$ cat config.mk
export PLATFORM = sky130hd
export DESIGN_NAME = ir_remote_dimmer_controller
export DESIGN_NICKNAME = d
export VERILOG_FILES = /design/src/ircd_pkg.sv /design/src/ircd_keys.sv /design/src/ir_remote_dimmer_controller.sv
export VERILOG_INCLUDE_DIRS = /design/src /design/src/src
export SDC_FILE = /design/constraint.sdc
export NUM_CORES = 1
export LEC_CHECK = 0
export ABC_AREA = 0
export BUFFER_PORTS_ARGS = -buffer_cell sky130_fd_sc_hd__buf_2
export CAP_MARGIN = 20
export CORE_MARGIN = 2
export CORE_UTILIZATION = 50
export DETAILED_ROUTE_END_ITERATION = 10
export MAX_ROUTING_LAYER = met4
export PLACE_DENSITY = 0.68
export SYNTH_ARGS = -nofsm -noshare
export SYNTH_HDL_FRONTEND = slang
export SYNTH_SLANG_ARGS = --single-unit
$ cat constraint.sdc
create_clock -name clock -period 6.6 [get_ports clock]
set_clock_uncertainty 0.2 [all_clocks]
set_input_delay 0.33 -clock clock [delete_from_list [all_inputs] [get_ports clock]]
set_output_delay 0.33 -clock clock [all_outputs]
set_load 0.01 [all_outputs]
$ cat src/ir_remote_dimmer_controller_defines.svh
// Assertion macros shared by the IR remote dimmer controller RTL.
`ifndef IR_REMOTE_DIMMER_CONTROLLER_DEFINES_SVH
`define IR_REMOTE_DIMMER_CONTROLLER_DEFINES_SVH

`ifndef SYNTH

// Checks an implication in the same cycle, disabled during reset.
`define IRCD_ASSERT_IMP(label, ante, cons) \
   label: assert property (@(posedge clock) disable iff (reset) (ante) |-> (cons)) \
      else $error("ircd assertion failed");

// Checks an implication in the next cycle, disabled during reset.
`define IRCD_ASSERT_NEXT(label, ante, cons) \
   label: assert property (@(posedge clock) disable iff (reset) (ante) |=> (cons)) \
      else $error("ircd assertion failed");

`else

`define IRCD_ASSERT_IMP(label, ante, cons)
`define IRCD_ASSERT_NEXT(label, ante, cons)

`endif

`endif

$ cat src/ircd_pkg.sv
// Shared constants and types of the IR remote dimmer controller.
package ircd_pkg;

   localparam int LEVEL_BITS = 8;
   localparam logic [LEVEL_BITS-1:0] LEVEL_MAX = {LEVEL_BITS{1'b1}};
   // Wide enough for the level plus a step of up to 256.
   localparam int SUM_BITS = ((LEVEL_BITS > 9) ? LEVEL_BITS : 9) + 1;

   localparam logic [16:0] SINCE_MAX = 17'h1FFFF;

   // Protocol codes
   localparam logic [1:0] PROTO_RC5 = 2'd0;
   localparam logic [1:0] PROTO_NEC = 2'd1;

   // RC5 key codes
   localparam logic [15:0] RC5_KEY_POWER = 16'h000C;
   localparam logic [15:0] RC5_UP    = 16'h0010;
   localparam logic [15:0] RC5_DOWN  = 16'h0011;

   // Apple/NEC key codes
   localparam logic [15:0] NEC_POWER = 16'h005C;
   localparam logic [15:0] NEC_UP_A  = 16'h000A;
   localparam logic [15:0] NEC_UP_B  = 16'h0006;
   localparam logic [15:0] NEC_DOWN_A = 16'h000C;
   localparam logic [15:0] NEC_DOWN_B = 16'h0009;

   // Configuration register indexes
   localparam logic [1:0] CSR_REPEAT_TIMEOUT = 2'd0;
   localparam logic [1:0] CSR_SAVE_DELAY     = 2'd1;
   localparam logic [1:0] CSR_BLINK_PERIOD   = 2'd2;

   localparam logic [15:0] RESET_REPEAT_TIMEOUT = 16'd200;
   localparam logic [15:0] RESET_SAVE_DELAY     = 16'd60000;
   localparam logic [7:0]  RESET_BLINK_PERIOD   = 8'd40;

   typedef struct packed {
      logic power;
      logic up;
      logic down;
   } keys_type;

endpackage

$ cat src/ircd_keys.sv
// Key decoder and power/level update for one IR frame.
module ircd_keys
   import ircd_pkg::*;
(
   input  logic                  frame,
   input  logic [1:0]            protocol,
   input  logic [15:0]           command,
   input  logic                  repeat_req,
   input  logic                  power,
   input  logic [LEVEL_BITS-1:0] level,
   input  logic [7:0]            boost,
   output logic                  power_next,
   output logic [LEVEL_BITS-1:0] level_next
);

   keys_type            keys;
   logic [SUM_BITS-1:0] step;
   logic [SUM_BITS-1:0] headroom;
   logic [SUM_BITS-1:0] level_wide;

   always_comb begin
      keys = '0;
      if (protocol == PROTO_RC5) begin
         keys.power = (command == RC5_KEY_POWER);
         keys.up    = (command == RC5_UP);
         keys.down  = (command == RC5_DOWN);
      end else if (protocol == PROTO_NEC) begin
         keys.power = (command == NEC_POWER);
         keys.up    = (command == NEC_UP_A) || (command == NEC_UP_B);
         keys.down  = (command == NEC_DOWN_A) || (command == NEC_DOWN_B);
      end
   end

   assign step       = SUM_BITS'(boost) + SUM_BITS'(1);
   assign level_wide = SUM_BITS'(level);
   assign headroom   = SUM_BITS'(LEVEL_MAX - level);

   always_comb begin
      power_next = power;
      level_next = level;
      if (frame) begin
         if (keys.power) begin
            if (!repeat_req) begin
               power_next = ~power;
               // Coming on at zero would look like still off.
               if (!power && (level == '0)) begin
                  level_next = LEVEL_BITS'(1);
               end
            end
         end else if (keys.up) begin
            if (power && (level < LEVEL_MAX)) begin
               if (headroom < step) begin
                  level_next = LEVEL_MAX;
               end else begin
                  level_next = LEVEL_BITS'(level_wide + step);
               end
            end
         end else if (keys.down) begin
            if (power && (level != '0)) begin
               if (level_wide < step) begin
                  level_next = '0;
               end else begin
                  level_next = LEVEL_BITS'(level_wide - step);
               end
            end
         end
      end
   end

endmodule

$ cat src/ir_remote_dimmer_controller.sv
// Top level of the IR remote dimmer controller.
//
//   channel | direction | handshake             | payload
//   req     | in        | req_valid / req_ready | func, protocol, command, repeat_req
//   rsp     | out       | rsp_valid / rsp_ready | duty, indicator, store strobes, level, power
//   csr     | in        | csr_valid / csr_ready | csr_index, csr_write_data
//
// Each request passes an input register and then updates the state and the result
// register, so one request is taken per cycle while the result is not stalled, and
// its result is registered as it leaves the input register. A stalled result holds
// both stages, and then the input register takes a request only while it is empty.
// Reset is synchronous and restores power on, level 1 and the default register values.
// The csr port is always ready.
`include "ir_remote_dimmer_controller_defines.svh"

module ir_remote_dimmer_controller
   import ircd_pkg::*;
(
   input  logic        clock,
   input  logic        reset,
   input  logic        req_valid,
   output logic        req_ready,
   input  logic        req_func,
   input  logic [1:0]  req_protocol,
   input  logic [15:0] req_command,
   input  logic        req_repeat_req,
   output logic        rsp_valid,
   input  logic        rsp_ready,
   output logic [7:0]  rsp_duty,
   output logic        rsp_indicator,
   output logic        rsp_store_level,
   output logic        rsp_store_power,
   output logic [7:0]  rsp_level_now,
   output logic        rsp_power_now,
   input  logic        csr_valid,
   output logic        csr_ready,
   input  logic [1:0]  csr_index,
   input  logic [15:0] csr_write_data
);

   // Configuration
   logic [15:0] repeat_timeout_ff;
   logic [15:0] save_delay_ff;
   logic [7:0]  blink_period_ff;

   // Input stage
   logic        in_valid_ff, in_valid_in;
   logic        in_func_ff;
   logic [1:0]  in_protocol_ff;
   logic [15:0] in_command_ff;
   logic        in_repeat_ff;

   // State
   logic                  power_ff, power_in;
   logic [LEVEL_BITS-1:0] level_ff, level_in;
   logic [7:0]            boost_ff, boost_in;
   logic                  burst_ff, burst_in;
   logic [15:0]           idle_ff, idle_in;
   logic [16:0]           since_ff, since_in;
   logic [LEVEL_BITS-1:0] stored_level_ff, stored_level_in;
   logic                  stored_power_ff, stored_power_in;
   logic [3:0]            blink_count_ff, blink_count_in;
   logic [7:0]            blink_elapsed_ff, blink_elapsed_in;
   logic                  blink_running_ff, blink_running_in;
   logic                  led_ff, led_in;

   // Result stage
   logic        rsp_valid_ff, rsp_valid_in;
   logic [7:0]  rsp_duty_ff;
   logic        rsp_indicator_ff;
   logic        rsp_store_level_ff, rsp_store_power_ff;
   logic [7:0]  rsp_level_ff;
   logic        rsp_power_ff;
   logic        store_level_in, store_power_in;

   logic                  advance;
   logic                  load_in;
   logic                  do_step;
   logic                  key_power;
   logic [LEVEL_BITS-1:0] key_level;
   logic [16:0]           idle_inc;
   logic [8:0]            elapsed;

   assign advance   = !rsp_valid_ff || rsp_ready;
   assign req_ready = !in_valid_ff || advance;
   assign load_in   = req_valid && req_ready;
   assign do_step   = in_valid_ff && advance;
   assign csr_ready = 1'b1;

   assign in_valid_in  = load_in ? 1'b1 : (advance ? 1'b0 : in_valid_ff);
   assign rsp_valid_in = do_step ? 1'b1 : (rsp_ready ? 1'b0 : rsp_valid_ff);

   ircd_keys u_keys (
      .frame      (in_func_ff),
      .protocol   (in_protocol_ff),
      .command    (in_command_ff),
      .repeat_req (in_repeat_ff),
      .power      (power_ff),
      .level      (level_ff),
      .boost      (boost_ff),
      .power_next (key_power),
      .level_next (key_level)
   );

   assign idle_inc = {1'b0, idle_ff} + 17'd1;

   always_comb begin
      power_in         = key_power;
      level_in         = key_level;
      boost_in         = boost_ff;
      burst_in         = burst_ff;
      idle_in          = idle_ff;
      since_in         = since_ff;
      led_in           = led_ff;
      elapsed          = {1'b0, blink_elapsed_ff};
      stored_level_in  = stored_level_ff;
      stored_power_in  = stored_power_ff;
      blink_count_in   = blink_count_ff;
      blink_running_in = blink_running_ff;
      store_level_in   = 1'b0;
      store_power_in   = 1'b0;

      if (in_func_ff) begin
         led_in = 1'b1;
         // Boost grows only on a repeat within a running burst.
         if (burst_ff && in_repeat_ff) begin
            boost_in = boost_ff + 8'd1;
         end
         burst_in = 1'b1;
         idle_in  = '0;
         since_in = '0;
      end else begin
         if (since_ff != SINCE_MAX) begin
            since_in = since_ff + 17'd1;
         end
         elapsed = {1'b0, blink_elapsed_ff} + 9'd1;
         if (burst_ff) begin
            if (idle_inc > {1'b0, repeat_timeout_ff}) begin
               led_in   = 1'b0;
               burst_in = 1'b0;
               idle_in  = '0;
               boost_in = '0;
            end else begin
               idle_in = idle_inc[15:0];
            end
         end
      end

      if (since_in > {1'b0, save_delay_ff}) begin
         if (stored_level_ff != level_in) begin
            stored_level_in = level_in;
            store_level_in  = 1'b1;
            blink_count_in  = 4'd1;
         end
         if (stored_power_ff != power_in) begin
            stored_power_in = power_in;
            store_power_in  = 1'b1;
            blink_count_in  = 4'd1;
         end
      end

      // The first toggle of a blink is immediate; later ones wait for the period.
      if ((blink_count_in != '0) &&
          (!blink_running_ff || (elapsed > {1'b0, blink_period_ff}))) begin
         led_in           = ~led_in;
         blink_count_in   = blink_count_in + 4'd1;
         blink_running_in = 1'b1;
         elapsed          = '0;
      end
      blink_elapsed_in = elapsed[8] ? 8'hFF : elapsed[7:0];
      if ((blink_count_in == '0) && blink_running_in) begin
         led_in           = 1'b0;
         blink_running_in = 1'b0;
         blink_elapsed_in = '0;
      end
   end

   always_ff @(posedge clock) begin
      if (reset) begin
         repeat_timeout_ff <= RESET_REPEAT_TIMEOUT;
         save_delay_ff     <= RESET_SAVE_DELAY;
         blink_period_ff   <= RESET_BLINK_PERIOD;
      end else if (csr_valid && csr_ready) begin
         unique case (csr_index)
            CSR_REPEAT_TIMEOUT: repeat_timeout_ff <= csr_write_data;
            CSR_SAVE_DELAY:     save_delay_ff     <= csr_write_data;
            CSR_BLINK_PERIOD:   blink_period_ff   <= csr_write_data[7:0];
            default: begin
            end
         endcase
      end
   end

   always_ff @(posedge clock) begin
      if (reset) begin
         in_valid_ff  <= 1'b0;
         rsp_valid_ff <= 1'b0;
      end else begin
         in_valid_ff  <= in_valid_in;
         rsp_valid_ff <= rsp_valid_in;
      end
   end

   always_ff @(posedge clock) begin
      if (load_in) begin
         in_func_ff     <= req_func;
         in_protocol_ff <= req_protocol;
         in_command_ff  <= req_command;
         in_repeat_ff   <= req_repeat_req;
      end
   end

   always_ff @(posedge clock) begin
      if (reset) begin
         power_ff         <= 1'b1;
         level_ff         <= LEVEL_BITS'(1);
         boost_ff         <= '0;
         burst_ff         <= 1'b0;
         idle_ff          <= '0;
         since_ff         <= '0;
         stored_level_ff  <= LEVEL_BITS'(1);
         stored_power_ff  <= 1'b1;
         blink_count_ff   <= '0;
         blink_elapsed_ff <= '0;
         blink_running_ff <= 1'b0;
         led_ff           <= 1'b0;
      end else if (do_step) begin
         power_ff         <= power_in;
         level_ff         <= level_in;
         boost_ff         <= boost_in;
         burst_ff         <= burst_in;
         idle_ff          <= idle_in;
         since_ff         <= since_in;
         stored_level_ff  <= stored_level_in;
         stored_power_ff  <= stored_power_in;
         blink_count_ff   <= blink_count_in;
         blink_elapsed_ff <= blink_elapsed_in;
         blink_running_ff <= blink_running_in;
         led_ff           <= led_in;
      end
   end

   always_ff @(posedge clock) begin
      if (do_step) begin
         rsp_duty_ff        <= power_in ? 8'(level_in) : 8'd0;
         rsp_indicator_ff   <= led_in;
         rsp_store_level_ff <= store_level_in;
         rsp_store_power_ff <= store_power_in;
         rsp_level_ff       <= 8'(level_in);
         rsp_power_ff       <= power_in;
      end
   end

   assign rsp_valid       = rsp_valid_ff;
   assign rsp_duty        = rsp_duty_ff;
   assign rsp_indicator   = rsp_indicator_ff;
   assign rsp_store_level = rsp_store_level_ff;
   assign rsp_store_power = rsp_store_power_ff;
   assign rsp_level_now   = rsp_level_ff;
   assign rsp_power_now   = rsp_power_ff;

   `IRCD_ASSERT_IMP(a_boost_only_in_burst, !burst_ff, boost_ff == 8'd0)
   `IRCD_ASSERT_IMP(a_blink_idle_when_done, blink_count_ff == 4'd0, !blink_running_ff)
   `IRCD_ASSERT_IMP(a_duty_needs_power, rsp_valid_ff && (rsp_duty_ff != 8'd0), rsp_power_ff)
   `IRCD_ASSERT_IMP(a_store_matches_level, rsp_valid_ff && rsp_store_level_ff, 8'(stored_level_ff) == rsp_level_ff)
   `IRCD_ASSERT_NEXT(a_result_after_step, do_step, rsp_valid_ff)

endmodule
==> results of run 1 <==
[worst reg2reg max path: stages, from the launching register on]
cell       delay, ns
dfxtp_1         0.36
and3_1          0.20
and3_1          0.22
and3_1          0.21
and3_1          0.22
a21oi_1         0.39
and3_1          0.27
nand3_1         0.10
xor2_1          0.15
nor2_1          0.13
ha_1            0.26
a21oi_1         0.15
o21ai_0         0.15
a2111oi_1       0.44
o31a_1          0.29
o21a_2          0.26
a31o_2          0.16
nand2_1         0.08
inv_1           0.07
ha_1            0.14
nand2_1         0.11
o2111ai_1       0.13
o311ai_0        0.20
or4_1           0.45
o311a_2         0.20
o21bai_4        0.25
a211oi_1        0.11
[flip-flops by register name (all words and copies together) (netlist names), 2 cells and up]
name,cells
blink_count_ff,4
repeat_timeout_ff,16
since_ff,17
rsp_level_now,8
level_ff,8
stored_level_ff,8
save_delay_ff,16
blink_period_ff,8
in_protocol_ff,2
boost_ff,8
in_command_ff,16
blink_elapsed_ff,8
idle_ff,16
rsp_duty,8
[final timing paths]
kind / startpoint / end / slack (ns) / cells past startpoint
worst max-delay path: since_ff[5] / blink_elapsed_ff[0] / 0.59 / 26
worst min-delay path: rsp_ready / rsp_valid / 0.03 / 4
worst max register to register: since_ff[5] / blink_elapsed_ff[0] / 0.59 / 26
worst min register to register: save_delay_ff[7] / save_delay_ff[7] / 0.26 / 2
[Yosys cell counts (all sizes together) (25+ instances only)]
master,count
ha,70
nand3,38
nand2,122
inv,80
a21oi,103
xor2,33
xnor2,25
edfxtp,40
nor3,29
clkbuf,40
nor2,138
dfxtp,116
o21ai,40
[through the flow]
stage,worst slack [ns],power (mW),util (%),area (um2),std cells
after floorplan,1.314,1.210,-,9628,1158
after global placement,0.5895,1.281,54.05,10180,1444
after detailed placement,0.5842,1.283,54.05,10180,1444
after CTS,0.5042,2.251,59.01,11110,1512
after global routing,0.08604,2.325,59.12,11130,1513
final,0.5899,2.237,59.12,11130,1513
[metal layers]
metal  vias to the layer above  share of wire [%]  track usage [%]
met2                       232                 45            40.01
met5                         -                  0                -
met4                         0                1.9            7.035
met1                      3885                 48            33.40
met3                        48                4.6            4.158
li1                       4258                  -                -
[area by class of cell]
type                            instances  area, um2  area share [%]
Inverter                               80      300.3           2.698
Sequential cell                       156       3523           31.65
Clock buffer                           19      454.2           4.080
Tap cell                              260      325.3           2.922
Timing Repair Buffer                  114      795.8           7.148
Clock inverter                         13      118.9           1.068
Multi-Input combinational cell        871       5614           50.43
[cell families (layout without fill, tap and decap cells)]
kind of cell	count (synthesis)	after routing
simple gates	456	456
compound gates	270	270
flops	156	156
buf+inv	131	226
fa+ha+maj	72	72
xor+xnor	58	58
mux	14	14
other cells	1	1
[power by group through the flow]
stage	Sequential, mW	Clock, mW	Combinational (mW)
after global routing	1.04	1.01	0.280
final	1.03	0.953	0.251
after CTS	1.03	0.971	0.248
after global placement	1.05	0	0.228
after detailed placement	1.05	0	0.229
after floorplan	1.05	0	0.160
[what timing repair did]
action	in CTS	in global routing
hold buffers	36	0
endpoints found under the hold margin	50	0
endpoints found under the setup margin	0	11
resized for setup	0	3
==> metrics.md, run 1 <==
| Metric | Value |
|---|---|
| Run status | `complete, no violations` |
| Drt wl/cell | `15.87 um` |
| Ys Warns | `0` |
| Placer Congestion | `0.9544` |
| #FFs+latches synth | `156` |
| Area grow syn2layout | `15.62%` |
| Chip height | `142.8 um` |
| Crit path capture type | `flop` |
| Final Hold Fails | `0` |
| Pleak | `4.450 nW` |
| Multiplexer share of the synthesized area | `1.468%` |
| Initial Util | `51.13%` |
| Top Family by Delay on Critical Path | `compound AO/OA/AOI/OAI gates` |
| Worst path slowest cell | `or4_1` |
| Drt total wl | `24,010 um` |
| Pwr dens | `200.9 mW/mm2` |
| Post-synthesis xor/xnor area fraction | `5.276%` |
| Largest family of logic cells by synthesized area | `simple AND/OR/NAND/NOR gates` |
| CP Data Arrival Time | `6.10 ns` |
| Worst min-delay path category | `input port to flop` |
| Clk root buf | `clkbuf_16` |
| Critical path class | `flop to flop` |
| Drt pass-1 iters | `6` |
| Setup TNS | `0 ns` |
| Global-route wire length before repair | `40,150 um` |
| Syn Area/Cell | `8.314 um2` |
| Max rail drop VDD | `181.6 uV` |
| Final worst-path cycle share | `91.06%` |
| Sequential power share | `46.2%` |
| Clock sinks | `156` |
| Compound-Gate Fraction of Synth Area | `18.79%` |
| CP peak stage delay | `0.45 ns` |
| Maxcap violations | `0` |
| ANT cells | `0` |
| Min Hold Slack | `0.02727 ns` |
| IO Port Bufs | `64` |
| Synth Cell Area | `0.009628 mm2` |
| Routed Antenna Nets | `0` |
| Commonest non-fill, non-tap cell in the layout | `nor2_1` |
| Drt drc | `0` |
| F_max | `0.1664 GHz` |
| NumNets Final | `1,355` |
| Final-layout fill cell count | `1,666` |
| Cell taking the most area after synthesis | `dfxtp_1` |
| Most common cell on crit path | `and3_1` |
| Final min period | `6.010 ns` |
| P_sw | `0.6051 mW` |
| Synth async-reset ratio | `0%` |
| RSZ-0062 raised after global routing | `no` |
| Combinational power share | `11.2%` |
| Type of origin of the critical path | `flop` |
| Placed wire-length estimate | `17,140 um` |
| Worst-Margin Slew | `0.8913 ns` |
| Post-synth top area share | `24.12%` |
| Vias in the first global route | `8,057` |
| Setup violations, final | `0` |
| Sequential area share after synthesis | `36.60%` |
| Routed vias/inst | `5.567` |
| Clk pwr share | `42.6%` |
| Post-synthesis adder-cell area fraction | `9.513%` |
| Via count | `8,423` |
| CP bufs+invs | `1` |
| Yosys cell types | `80` |
| Synth Flop Type | `dfxtp_1` |
| Post-synth EDFFs | `40` |
| Antenna violations before repair | `0` |
| Syn Nets | `1,273` |
| Pins Over Slew Limit | `0` |
| Switching share of total power | `27.05%` |
| Max clock buf depth | `2` |
| Worst endpoint required time | `6.69 ns` |
| CTS tree | `built` |
| Most frequent cells in the layout | `nor2_1, nand2_1, dfxtp_1` |
| Pin count of the biggest net entering global routing | `85` |
| Cell Int Power | `1.632 mW` |
| Die ar. | `0.02038 mm2` |
| Initial drt markers | `751` |
| I/O pin cnt | `66` |
| Die Wd | `142.8 um` |
| Critical-path maximum fanout | `8` |
| H-tree Lvls | `4` |
| Slew margin rel. | `40.58%` |
| Share of layout cells above drive strength 1 | `10.85%` |
| # rows | `50` |
| Tot GR Track Use | `25.19%` |
| Core ar. | `0.01883 mm2` |
| Simple-gate area share of the yosys netlist | `23.08%` |
| CTS buffer count | `17` |
| Clock transition at path regs | `0.06 ns` |
| Cell count after synthesis | `1,158` |
| Buffer count from post-CTS setup fixing | `0` |
| GRT Residual Overflow | `0` |
| Later-pin clock latency in the skew report | `0.43 ns` |
| Top cells by area, synth | `dfxtp_1, edfxtp_1, ha_1` |
Power figures use the tool's default switching activity.
==> run 2: changes to the inputs <==
--- a/config.mk
+++ b/config.mk
@@ -7,13 +7,12 @@
 export NUM_CORES = 1
 export LEC_CHECK = 0
 export ABC_AREA = 0
-export BUFFER_PORTS_ARGS = -buffer_cell sky130_fd_sc_hd__buf_2
 export CAP_MARGIN = 20
 export CORE_MARGIN = 2
-export CORE_UTILIZATION = 50
+export CORE_UTILIZATION = 31
 export DETAILED_ROUTE_END_ITERATION = 10
+export DONT_BUFFER_PORTS = 1
 export MAX_ROUTING_LAYER = met4
-export PLACE_DENSITY = 0.68
 export SYNTH_ARGS = -nofsm -noshare
 export SYNTH_HDL_FRONTEND = slang
 export SYNTH_SLANG_ARGS = --single-unit
==> metrics.md, run 2 (synthesized netlist as in run 1, its figures left out) <==
| Metric | Value |
|---|---|
| Run status | `complete, no violations` |
| GRT Residual Overflow | `0` |
| Die Wd | `180.2 um` |
| RSZ-0062 raised after global routing | `no` |
| Final-layout fill cell count | `3,142` |
| CTS tree | `built` |
| Hold Path Depth | `2` |
| Worst min-delay path category | `input port to flop` |
| Clock sinks | `156` |
| Hold Path Sink | `repeat_timeout_ff[3]` |
| Core ar. | `0.03059 mm2` |
| Routed vias/inst | `5.194` |
| Pin count of the biggest net entering global routing | `118` |
| Crit path capture type | `flop` |
| Max clock buf depth | `2` |
| NumNets Final | `1,292` |
| Chip height | `180.2 um` |
| Maxcap violations | `0` |
| Setup slack, reg-to-reg | `0.47 ns` |
| Sequential power share | `44.9%` |
| Initial drt markers | `448` |
| Hold path startpoint | `csr_index[1]` |
| Critical path class | `flop to flop` |
| Final instance count without filler cells | `1,586` |
| Drt wl/cell | `15.62 um` |
| Setup violations, final | `0` |
| R2r endpoint | `blink_elapsed_ff[0]` |
| Die ar. | `0.03248 mm2` |
| Most frequent cells in the layout | `nor2_1, nand2_1, dfxtp_1` |
| Type of origin of the critical path | `flop` |
| Placed wire-length estimate | `17,630 um` |
| F_max | `0.1632 GHz` |
| Post-layout util | `36.16%` |
| Cell Int Power | `1.722 mW` |
| H-tree Lvls | `4` |
| Setup TNS | `0 ns` |
| Antenna violations before repair | `0` |
| Post-cts sizing count | `0` |
| Routed Antenna Nets | `0` |
| Pins Over Slew Limit | `0` |
| Clk pwr share | `45.1%` |
| Drt total wl | `24,780 um` |
| CP peak stage delay | `0.53 ns` |
| CP Cell Sequence | `and3_1 -> and3_1 -> and3_1 -> and3_1 -> nand2_1 -> nand3_1 -> nor2_1 -> xnor2_1 -> nor2_1 -> ha_1 -> a21o_1 -> a21oi_1 -> o21ai_0 -> a2111oi_0 -> o31a_1 -> o21a_1 -> a31o_2 -> nand2_1 -> ha_1 -> or4_1 -> a31o_2 -> o31a_1 -> o21bai_4 -> a211oi_1` |
| Tot GR Track Use | `15.73%` |
| Max reg flops | `17` |
| Met3 Use GR | `3.112%` |
| Most common cell on crit path | `and3_1` |
| Vias in the first global route | `7,821` |
| Register area | `0.003523 mm2` |
| Critical-path maximum fanout | `8` |
| Pwr dens | `209.6 mW/mm2` |
| Global-route wire length before repair | `40,610 um` |
| Max rail drop VDD | `154.2 uV` |
| Drt pass-1 iters | `5` |
| Area of the multi-input gates | `0.005609 mm2` |
| Slew margin rel. | `41.55%` |
| Commonest non-fill, non-tap cell in the layout | `nor2_1` |
| Placed cells | `1,511` |
| Final worst-path cycle share | `92.82%` |
| Reg2Reg Depth | `24` |
| Met1 Use GR | `20.42%` |
| Worst-Margin Slew | `0.8768 ns` |
| IO Port Bufs | `0` |
| Worst r2r src | `since_ff[5]` |
| Clock transition at path regs | `0.07 ns` |
| Placed Instance Area | `0.009988 mm2` |
| Final min period | `6.126 ns` |
| Area grow syn2layout | `14.88%` |
| Top reg by flops | `since_ff` |
| Via count | `8,237` |
| Final Hold Fails | `0` |
| Worst path slowest cell | `or4_1` |
| I/O pin cnt | `66` |
| # rows | `64` |
| Share of layout cells above drive strength 1 | `5.462%` |
| CTS buffer count | `17` |
| Drt drc | `0` |
| Switching share of total power | `25.74%` |
| Combinational power share | `10.0%` |
| Later-pin clock latency in the skew report | `0.44 ns` |
| Placer Congestion | `0.9005` |
| Finished Cell Area | `0.01106 mm2` |
| Min Hold Slack | `0.05585 ns` |
| ANT cells | `0` |
| P_sw | `0.5968 mW` |
| Initial Util | `31.47%` |
| CP Data Arrival Time | `6.20 ns` |
| Pleak | `4.234 nW` |
| GR Layer Usage met2 | `24.66%` |
| Worst endpoint required time | `6.68 ns` |
| GR peak layer | `met2` |
| Clk root buf | `clkbuf_16` |
## run 2: cell types whose count changed in the layout (fill, tap and decap cells not counted), moves of 2 or more
cell           previous run  this run
buf_2                    63         0
buf_4                    14         8
bufinv_16                 0         2
dlygate4sd3_1            36        41
inv_6                     6         4
inv_8                     2         0
## run 2: area by class of cell
type,count,share of cell area [%]
clock inverters,10,1.109
clock buffers,22,4.491
flip-flops and latches,156,31.86
well taps,396,4.480
multi-input cells,871,50.71
inverters,80,2.715
repair buffers,51,4.638
## run 2: worst max-delay path, delay by kind of cell, from the launching register on
| kind | cells | cell delay (ns) |
|---|---|---|
| fa+ha+maj | 2 | 0.67 |
| compound gates | 11 | 2.40 |
| flops | 1 | 0.35 |
| simple gates | 10 | 2.17 |
| xor+xnor | 1 | 0.16 |
## run 2: power by group through the flow
stage / clock, mW / sequential [mW] / combinational (mW)
6_report: 1.05 / 1.04 / 0.231
5_1_grt: 1.12 / 1.04 / 0.257
4_1_cts: 1.07 / 1.04 / 0.229
3_5_place_dp: 0 / 1.06 / 0.190
3_3_place_gp: 0 / 1.06 / 0.188
2_1_floorplan: 0 / 1.05 / 0.160
## run 2: per-layer routing
layer	wire length, um	share of wire (%)
met5	0	0
met4	508	2.0
met3	1074	4.3
met2	11410	46
met1	11790	48
## run 2: worst max path at each step
stage	slack, ns	end	cells after the start	startpoint
floorplan	1.31	blink_elapsed_ff[0]	24	since_ff[6]
global placement	0.70	blink_elapsed_ff[0]	23	since_ff[5]
detailed placement	0.53	blink_elapsed_ff[3]	23	since_ff[5]
CTS	0.49	blink_elapsed_ff[0]	24	since_ff[5]
global route	0.01	blink_elapsed_ff[0]	27	since_ff[5]
finish	0.47	blink_elapsed_ff[0]	24	since_ff[5]
## run 2: what timing repair did
item,4_1_cts,5_1_grt
hold buffers,42,0
endpoints found under the hold margin,136,0
buffers inserted,0,0
## run 2: metrics by stage
stage	total power [mW]	worst slack (ns)
floorplan	1.210	1.314
global placement	1.249	0.7020
detailed placement	1.252	0.5283
CTS	2.336	0.4872
global route	2.417	0.009662
finish	2.318	0.4739
==> run 3: changes to the inputs <==
--- a/config.mk
+++ b/config.mk
@@ -12,6 +12,7 @@
 export CORE_UTILIZATION = 31
 export DETAILED_ROUTE_END_ITERATION = 10
 export DONT_BUFFER_PORTS = 1
+export HOLD_SLACK_MARGIN = 0.08
 export MAX_ROUTING_LAYER = met4
 export SYNTH_ARGS = -nofsm -noshare
 export SYNTH_HDL_FRONTEND = slang
==> metrics.md, run 3 (synthesized netlist as in run 1, its figures left out) <==
| Metric | Value |
|---|---|
| NumNets Final | `1,294` |
| Final worst-path cycle share | `93.05%` |
| CTS tree | `built` |
| CP Data Arrival Time | `6.22 ns` |
| Final instance count without filler cells | `1,588` |
| Most common cell on crit path | `and3_1` |
| Pleak | `4.240 nW` |
| Final Hold Fails | `0` |
| Routed Antenna Nets | `0` |
| Final min period | `6.141 ns` |
| Setup slack, reg-to-reg | `0.46 ns` |
| Type of origin of the critical path | `flop` |
| Placer Congestion | `0.9005` |
| Commonest non-fill, non-tap cell in the layout | `nor2_1` |
| Critical path class | `flop to flop` |
| Chip height | `180.2 um` |
| Die Wd | `180.2 um` |
| Max rail drop VDD | `154.4 uV` |
| Hold path startpoint | `csr_valid` |
| Pwr dens | `209.3 mW/mm2` |
| Core ar. | `0.03059 mm2` |
| Worst min-delay path category | `input port to flop` |
| Clk root buf | `clkbuf_16` |
| Setup violations, final | `0` |
| Placed cells | `1,511` |
| Pins Over Slew Limit | `0` |
| Vias in the first global route | `7,830` |
| Min Hold Slack | `0.1111 ns` |
| Max clock buf depth | `2` |
| Drt pass-1 iters | `5` |
| R2r endpoint | `blink_elapsed_ff[0]` |
| Drt wl/cell | `15.63 um` |
| Antenna violations before repair | `0` |
| Later-pin clock latency in the skew report | `0.44 ns` |
| Initial Util | `31.47%` |
| Area grow syn2layout | `15.09%` |
| Worst r2r src | `since_ff[5]` |
| Overall power | `2.319 mW` |
| Most frequent cells in the layout | `nor2_1, nand2_1, dfxtp_1` |
| RSZ-0062 raised after global routing | `no` |
| Maxcap violations | `0` |
| Initial drt markers | `505` |
| Run status | `complete, no violations` |
| H-tree Lvls | `4` |
| Setup TNS | `0 ns` |
| Drt drc | `0` |
| Placed wire-length estimate | `17,630 um` |
| Drt total wl | `24,810 um` |
| Slew margin rel. | `41.44%` |
| Hold Path Sink | `repeat_timeout_ff[3]` |
| Worst path slowest cell | `or4_1` |
| Global-route wire length before repair | `40,650 um` |
| F_max | `0.1628 GHz` |
| Worst endpoint required time | `6.68 ns` |
| Tot GR Track Use | `15.74%` |
| Via count | `8,259` |
| CP Cell Sequence | `and3_1 -> and3_1 -> and3_1 -> and3_1 -> nand2_1 -> nand3_1 -> nor2_1 -> xnor2_1 -> nor2_1 -> ha_1 -> a21o_1 -> a21oi_1 -> o21ai_0 -> a2111oi_0 -> o31a_1 -> o21a_1 -> a31o_2 -> nand2_1 -> ha_1 -> or4_1 -> a31o_2 -> o31a_1 -> o21bai_4 -> a211oi_1` |
| I/O pin cnt | `66` |
| Clock transition at path regs | `0.07 ns` |
| GRT Residual Overflow | `0` |
| ANT cells | `0` |
| Reg2Reg Depth | `24` |
| Worst-Margin Slew | `0.8784 ns` |
| Critical-path maximum fanout | `8` |
| CTS buffer count | `17` |
| Hold Path Depth | `2` |
| Cts hold-fix bufs | `44` |
| Clock sinks | `156` |
| Share of layout cells above drive strength 1 | `5.453%` |
| Max reg flops | `17` |
| Pin count of the biggest net entering global routing | `118` |
| Final-layout fill cell count | `3,143` |
| Post-cts sizing count | `0` |
| Routed vias/inst | `5.201` |
| CP peak stage delay | `0.53 ns` |
| Die ar. | `0.03248 mm2` |
| Top reg by flops | `since_ff` |
| Crit path capture type | `flop` |
| Buffer count from post-CTS setup fixing | `0` |
| # rows | `64` |
| IO Port Bufs | `0` |
==> run 3: changes by cell type in the layout (fill, tap and decap cells not counted), sizes merged <==
cell | before | now
dlygate4sd3 | 41 | 43
==> run 3: how the worst max path moves through the flow <==
| stage | startpoint | to | slack [ns] |
|---|---|---|---|
| 3_3_place_gp | since_ff[5] | blink_elapsed_ff[0] | 0.70 |
| 3_5_place_dp | since_ff[5] | blink_elapsed_ff[3] | 0.53 |
| 4_1_cts | since_ff[5] | blink_elapsed_ff[0] | 0.49 |
| 2_1_floorplan | since_ff[6] | blink_elapsed_ff[0] | 1.31 |
| 6_report | since_ff[5] | blink_elapsed_ff[0] | 0.46 |
| 5_1_grt | since_ff[5] | blink_elapsed_ff[0] | 0.01 |
==> run 3: metal layers <==
layer	part of all wire, %	global-route usage, %	up-vias
met5	0	-	-
met4	2.0	4.903	0
met3	4.5	3.072	32
met2	46	24.64	191
met1	47	20.50	3905
li1	-	-	4131
==> run 3: metrics by stage <==
step | utilization (%) | area (um2) | setup slack [ns]
finish | 36.22 | 11080 | 0.4587
floorplan | - | 9628 | 1.314
CTS | 36.17 | 11070 | 0.4872
global route | 36.22 | 11080 | 0.009662
global placement | 32.65 | 9988 | 0.7020
detailed placement | 32.65 | 9988 | 0.5283
==> run 3: final cells by class <==
type                    instances  area, um2  share of cell area [%]
inverters                      80      300.3                   2.710
clock buffers                  22      496.7                   4.483
repair buffers                 53      533.0                   4.810
well taps                     396      495.5                   4.472
clock inverters                10      122.6                   1.107
multi-input cells             871       5609                   50.62
flip-flops and latches        156       3523                   31.80
==> run 3: worst max-delay path: cells and delay by family (launching register included) <==
kind	cells	cell delay [ns]
AOI/OAI and AO/OA	11	2.41
adders and majority gates	2	0.68
DFF	1	0.35
and+or+nand+nor	10	2.18
xor gates and xnor gates	1	0.16
==> run 3: where the power goes <==
part	switching [mW]	internal (mW)	leakage (nW)
Combinational	0.139	0.0925	2.61
Clock	0.429	0.618	0.306
Sequential	0.0291	1.01	1.32
